## config.mk

```make
export PLATFORM = sky130hd
export DESIGN_NAME = adsr_cfg
export DESIGN_NICKNAME = d
export VERILOG_FILES = /design/src/rtl/adsr_pkg.sv /design/src/rtl/adsr_cfg.sv
export SDC_FILE = /design/constraint.sdc
export NUM_CORES = 1
export LEC_CHECK = 0
export ABC_CLOCK_PERIOD_IN_PS = 2620
export BUFFER_PORTS_ARGS = -buffer_cell sky130_fd_sc_hd__buf_2
export CORE_AREA = 5 5 117 119
export DETAILED_ROUTE_END_ITERATION = 16
export DIE_AREA = 0 0 122 124
export PLACE_DENSITY = 0.55
export SLEW_MARGIN = 10
export SYNTH_ARGS = -nofsm -noshare
export SYNTH_HDL_FRONTEND = slang
export SYNTH_SLANG_ARGS = --single-unit
```

## constraint.sdc

```tcl
create_clock -name clk_i -period 2.62 [get_ports clk_i]
set_clock_uncertainty 0.15 [all_clocks]
set_input_delay 0.131 -clock clk_i [delete_from_list [all_inputs] [get_ports clk_i]]
set_output_delay 0.131 -clock clk_i [all_outputs]
set_load 0.01 [all_outputs]
```

## src/rtl/adsr_pkg.sv

```systemverilog
package adsr_pkg;

  localparam int LevelFracBits = 30;
  localparam int CoeffFracBits = 24;

  // Q1.L level, Q1.C coefficient (coefficient may reach 1.0 and a bit beyond)
  localparam int LevelW   = LevelFracBits + 1;
  localparam int CoeffW   = CoeffFracBits + 1;
  localparam int CfgDataW = LevelW;
  localparam int CfgIdxW  = 2;

  // Difference target - level, product, step and sum widths
  localparam int DiffW = LevelW + 2;
  localparam int ProdW = CoeffW + 1 + DiffW;
  localparam int StepW = ProdW - CoeffFracBits;
  localparam int SumW  = StepW + 1;

  localparam longint LvlOne    = 64'sd1 <<< LevelFracBits;
  localparam longint AtkTarget = (LvlOne * 200 + 63) / 126;   // 1/0.63
  localparam longint RelTarget = LvlOne - AtkTarget;          // 1 - 1/0.63
  localparam longint Silence   = (LvlOne + 50000) / 100000;   // 1e-5

  localparam logic [CoeffW-1:0]  CoeffReset   = CoeffW'(508401);
  localparam logic [LevelW-1:0]  SustainReset = LevelW'(LvlOne / 2);

  typedef enum logic [CfgIdxW-1:0] {
    RegAttackRate   = 2'd0,
    RegDecayRate    = 2'd1,
    RegReleaseRate  = 2'd2,
    RegSustainLevel = 2'd3
  } cfg_reg_e;

  typedef struct packed {
    logic [CoeffW-1:0] attack_rate;
    logic [CoeffW-1:0] decay_rate;
    logic [CoeffW-1:0] release_rate;
    logic [LevelW-1:0] sustain_level;
  } cfg_t;

  typedef struct packed {
    logic [LevelW-1:0] value;
    logic              attack;
  } env_state_t;

endpackage

```

## src/rtl/adsr_cfg.sv

```systemverilog
module adsr_cfg import adsr_pkg::*; (
  input  logic                clk_i,
  input  logic                rst_ni,
  input  logic                cfg_we_i,
  input  logic [CfgIdxW-1:0]  cfg_idx_i,
  input  logic [CfgDataW-1:0] cfg_data_i,
  output cfg_t                cfg_o
);

  cfg_t cfg_q;

  always_ff @(posedge clk_i or negedge rst_ni) begin
    if (!rst_ni) begin
      cfg_q.attack_rate   <= CoeffReset;
      cfg_q.decay_rate    <= CoeffReset;
      cfg_q.release_rate  <= CoeffReset;
      cfg_q.sustain_level <= SustainReset;
    end else if (cfg_we_i) begin
      case (cfg_reg_e'(cfg_idx_i))
        RegAttackRate:   cfg_q.attack_rate   <= cfg_data_i[CoeffW-1:0];
        RegDecayRate:    cfg_q.decay_rate    <= cfg_data_i[CoeffW-1:0];
        RegReleaseRate:  cfg_q.release_rate  <= cfg_data_i[CoeffW-1:0];
        RegSustainLevel: cfg_q.sustain_level <= cfg_data_i[LevelW-1:0];
        default: ;
      endcase
    end
  end

  assign cfg_o = cfg_q;

endmodule

```

==> results of run 1 <==
[power groups by stage]
stage / Sequential, µW / Combinational [µW] / Clock [µW]
floorplan: 2350 / 317 / 0
global placement: 2190 / 927 / 0
detailed placement: 2200 / 944 / 0
CTS: 2180 / 982 / 1270
global route: 2210 / 1050 / 1320
finish: 2170 / 957 / 1200
[placed cells by master (no fill, tap or decap), drive strengths merged]
master,synthesis,layout
dfrtp,72,72
nand3,1,1
clkbuf,2,12
buf,7,145
mux2,106,106
dlygate4sd3,0,32
dfstp,34,34
clkinv,0,4
nand3b,2,2
nor3b,1,1
[timing repair]
action | in CTS | in global routing
hold buffers | 32 | 0
resized for setup | 0 | 0
setup buffers | 0 | 0
endpoints found under the hold margin | 149 | 0
[synthesized netlist by cell type]
cell type / count / area [µm²]
nor3b_4: 1 / 18.8
buf_6: 2 / 22.5
buf_2: 3 / 15.0
dfrtp_1: 72 / 1800
clkbuf_8: 2 / 27.5
mux2_2: 105 / 1180
nand3b_2: 2 / 22.5
mux2_1: 1 / 11.3
buf_4: 2 / 15.0
nand3_1: 1 / 5.00
dfstp_2: 34 / 893
[cells by family after synthesis]
logic type	after synthesis	synth area share, %
muxes	106	29.7
DFF	106	67.1
and+or+nand+nor	4	1.15
buffers and inverters	9	1.99
[routing by layer]
metal | up-vias | routed length [µm] | global-route usage, %
met5 | - | 0 | 0
met4 | 0 | 123 | 3.99
met3 | 11 | 887 | 6.27
met2 | 94 | 4090 | 19.0
met1 | 1255 | 4020 | 15.6
li1 | 1159 | - | -
[worst min-delay path by stage]
stage | startpoint | to | slack (ns) | cells past startpoint
after CTS | rst_ni | cfg_o[17] | 0.23 | 2
final | rst_ni | cfg_o[17] | 0.22 | 2
after global routing | cfg_we_i | cfg_o[2] | 0.26 | 3
after detailed placement | rst_ni | cfg_o[17] | 0.07 | 1
after global placement | rst_ni | cfg_o[17] | 0.06 | 1
after floorplan | rst_ni | cfg_o[0] | -0.31 | 0
[critical path, cell delays in order]
cell and delay [ns]:
buf_2 0.14, nand3b_2 0.73, mux2_2 0.53
[per-stage QoR]
stage	worst slack [ns]	cells	power [µW]
final	1.17	581	4330
after global routing	1.13	581	4580
after CTS	1.15	581	4420
after detailed placement	0.770	533	3150
after global placement	0.839	533	3120
after floorplan	1.37	225	2660
[area by class of cell]
type | count | area share (%)
repair buffers | 177 | 19.5
clock inverters | 4 | 0.365
well taps | 172 | 3.93
multi-input cells | 110 | 22.7
clock buffers | 12 | 4.31
flip-flops and latches | 106 | 49.2
==> out/metrics.cfg, run 1 <==
[outcome]
status=completed

[cells_and_area]
syn2layout_area_growth_pct=36.6
regArea_um2=2700
nNetsFinal=440
final_area_um2=5480
diodes=0
drive_above_1_share_pct=73.6
fin_util_pct=44.0
fill_cells=1155
multi_input_area_um2=1240
largest_reg_flops=106

[pwr]
p_int_uw=3160
peakVddDrop_uv=523
switching_share_pct=26.9
power_leakage_uw=0.00253
p_clk_share_pct=27.7
combPwrFrac_pct=22.1
power_density_nw_per_um2=789
p_sw_uw=1160
seqPwrFrac_pct=50.2

[clock_network]
root_buffer=clkbuf_16
cts_made_buffers=9
htree_levels=3
cts_tree=done
cts_buffer_depth=2
cts_sinks=106
clk_pin_slew_worst_paths_ns=0.06
clk_latency_ns=0.34

[route]
drt_wl_total_mm=9.13
vias=2519
drc=0
firstDrtPassIters=4
drt_iter0_markers=68
vias_per_cell=4.34
postRouteAntennaNets=0
wl_per_cell_um=15.7

[global_route]
grt_max_degree=55
grt_pass1_wl_mm=14.4
grt.overflow.total=0
antenna_found_initial=0
track_usage_pct=12.5
grt_pass1_vias=2667

[worst_setup_path]
crit_start=cfg_idx_i[1]
critPathLaunchType=primary input
ff2ff_setup_slack_ns=1.67
end_kind=register
r2r_cells=1
required_ns=2.69
worstReg2RegEnd=cfg_o[104]
worstPathArrival_ns=1.53
crit_end=cfg_o[80]
worstSetupPathType=primary input to register
crit_path_max_fanout=25
reg2reg_from=cfg_o[104]

[yosys]
ys_warn_count=0
seq_area_frac_synth_pct=67.1
synth_area_per_cell_um2=17.8
yosysUniqueCellTypes=11
ys_seq_elements=106
synth_nets=261
synthesis.area_um2=4020
syn_inst=225

[die]
start_util_pct=32.2
ios=142
core_region_area_um2=12500
die_x_um=122
die_area_um2=15100
die_y_um=124
num_rows=41

[placed_design]
placed_area_um2=4910
port_buffers=141
dp_hpwl_mm=6.29
gp_congestion=0.720

[sta]
drv_slew=0
min_period_ns=1.45
finalCritPeriodShare_pct=55.5
fmax_mhz=688
finalHoldViolCount=0
worstMarginPinSlew_ns=0.793
grt_setup_unrepaired=no
hold_ws_ns=0.216
setup_viol=0
slew_headroom_pct=46.8
fin_tns_setup_ns=0

[min_path]
hold_class=primary input to asynchronous set/reset pin

[flow_run]
maxCapViolCount=0

(Power assumes the default switching activity.)
==> run 2: changes to the inputs <==
Settings changed: ABC_CLOCK_PERIOD_IN_PS 2620 to 1500.
Clock period 2.62 ns to 1.5 ns, I/O delays scaled along.
==> run 2 against run 1 <==
Effect of this change: register-to-register slack worse by 1.1 ns; worst hold slack worse by 0.17 ns; combinational power up 78%; critical endpoint is now cfg_o[60]; critical path depth down 2; largest power group unchanged; worst setup slack worse by 0.90 ns.
==> out/metrics.cfg, run 2 (synthesis results as in run 1) <==
[outcome]
status=completed  ; unchanged

[cells_and_area]
fill_cells=1167  ; was 1155
syn2layout_area_growth_pct=39.9  ; was 36.6%
diodes=0  ; unchanged
layout_common_cells=buf_2 (140), mux2_2 (105), dfrtp_1 (72)  ; unchanged
layout_commonest_cell=buf_2  ; unchanged
fin_util_pct=45.0  ; was 44.0%
drive_above_1_share_pct=73.7  ; was 73.6%
instances_no_fill=586  ; was 581
nNetsFinal=445  ; was 440
largest_reg_flops=106  ; unchanged

[sta]
fin_tns_setup_ns=0  ; unchanged
drv_slew=0  ; unchanged
slew_headroom_pct=74.1  ; was 46.8%
grt_setup_unrepaired=no  ; unchanged
setup_ws_ns=0.263  ; was 1.17 ns
setup_viol=0  ; unchanged
min_period_ns=1.24
finalHoldViolCount=0  ; unchanged
worstMarginPinSlew_ns=0.389  ; was 0.793 ns
finalCritPeriodShare_pct=82.5
fmax_mhz=808

[worst_setup_path]
crit_chain=buf_2  ; was buf_2 > nand3b_2 > mux2_2
ff2ff_setup_slack_ns=0.57  ; was 1.67 ns
required_ns=1.27  ; was 2.69 ns
crit_slowest_cell=dfstp_2  ; was nand3b_2
worstPathArrival_ns=1.01  ; was 1.53 ns
critPathLaunchType=register  ; was primary input
worstSetupPathType=register to output pin  ; was primary input to register
crit_path_max_fanout=2  ; was 25
crit_path_max_incr_delay_ns=0.53  ; was 0.73 ns
cp_top_family=flip-flops  ; was simple AND/OR/NAND/NOR gates
end_kind=output pin  ; was register
crit_buf_inv=1  ; unchanged

[placed_design]
gp_congestion=0.697  ; was 0.720
port_buffers=141  ; unchanged
dp_hpwl_mm=6.28  ; was 6.29 mm
place_ws_ns=0.175  ; was 0.770 ns
dp.cells=538  ; was 533

[global_route]
grt_pass1_vias=2792  ; was 2667
antenna_found_initial=0  ; unchanged
grt_max_degree=36  ; was 55
grt_pass1_wl_mm=14.9  ; was 14.4 mm
grt.overflow.total=0  ; unchanged
track_usage_pct=12.9  ; was 12.5%

[clock_network]
cts_sinks=106  ; unchanged
clk_pin_slew_worst_paths_ns=0.07  ; was 0.06 ns
post-cts-setup-buffer-count=0  ; unchanged
cts_tree=done  ; unchanged
htree_levels=3  ; unchanged
cts-resized-gates=0  ; unchanged
cts_made_buffers=9  ; unchanged
root_buffer=clkbuf_16  ; unchanged
postCtsHoldBufs=32  ; unchanged
clk_latency_ns=0.35  ; was 0.34 ns
cts_buffer_depth=2  ; unchanged

[route]
vias=2545  ; was 2519
drt_iter0_markers=112  ; was 68
drt_wl_total_mm=9.29  ; was 9.13 mm
firstDrtPassIters=4  ; unchanged
postRouteAntennaNets=0  ; unchanged
wl_per_cell_um=15.8  ; was 15.7 µm
vias_per_cell=4.34  ; about the same
drc=0  ; unchanged

[pwr]
p_sw_uw=2040  ; was 1160 µW
power_density_nw_per_um2=1390  ; was 789 nW/µm²
combPwrFrac_pct=21.8  ; was 22.1%
p_total_uw=7800  ; was 4330 µW
peakVddDrop_uv=609  ; was 523 µV
p_int_uw=5760  ; was 3160 µW
seqPwrFrac_pct=48.5  ; was 50.2%
switching_share_pct=26.2  ; was 26.9%
power_leakage_uw=0.00259  ; was 0.00253 µW
p_clk_share_pct=29.7  ; was 27.7%

[die]
die_y_um=124  ; unchanged
die_x_um=122  ; unchanged
ios=142  ; unchanged
die_area_um2=15100  ; unchanged
start_util_pct=32.2  ; unchanged
num_rows=41  ; unchanged
core_region_area_um2=12500  ; unchanged

[min_path]
hold_class=primary input to asynchronous set/reset pin  ; unchanged

[flow_run]
maxCapViolCount=0  ; unchanged

## run 2: cell count changes in the layout (fill, tap and decap cells not counted)
cell / before / now
clkbuf_8: 0 / 1
clkinv_2: 4 / 1
buf_12: 1 / 6
bufinv_16: 0 / 1
clkinv_1: 0 / 1
## run 2: power groups by stage
stage / clock network [µW] / logic (µW) / registers (µW)
floorplan: 0 / 553 / 4100
global placement: 0 / 1650 / 3820
detailed placement: 0 / 1680 / 3840
CTS: 2400 / 1750 / 3790
global route: 2550 / 1860 / 3860
finish: 2320 / 1700 / 3780
## run 2: metal layers
metal,up-vias,part of all wire [%],wire [µm],global-route usage (%)
met3,13,9.4,872,4.90
met2,93,45,4160,18.7
met1,1262,44,4080,17.0
met5,-,0,0,0
met4,0,1.8,169,6.09
li1,1177,-,-,-
## run 2: stage by stage
stage / area (µm²) / hold WS, ns
after floorplan: 4020 / -0.371
after global placement: 5010 / -0.117
after detailed placement: 5010 / -0.121
after CTS: 5620 / 0.0482
after global routing: 5620 / 0.0642
final: 5620 / 0.0425
## run 2: path summary, 6_finish.rpt
path                              end  depth (start not counted)    startpoint
hold reg to reg             cfg_o[67]                          1     cfg_o[67]
hold / removal              cfg_o[17]                          2        rst_ni
min in group clk_i          cfg_o[23]                          4  cfg_idx_i[1]
setup / recovery            cfg_o[60]                          1     cfg_o[60]
setup reg to reg           cfg_o[104]                          1    cfg_o[104]
max in group asynchronous   cfg_o[39]                          3        rst_ni
## run 2: layout make-up
class / instances / area (µm²) / area share (%)
sequential: 106 / 2700 / 48.0
clock inverter: 3 / 38.8 / 0.691
timing repair buffer: 182 / 1170 / 20.9
tap: 172 / 215 / 3.83
multi-input combinational: 110 / 1240 / 22.2
clock buffer: 13 / 250 / 4.46
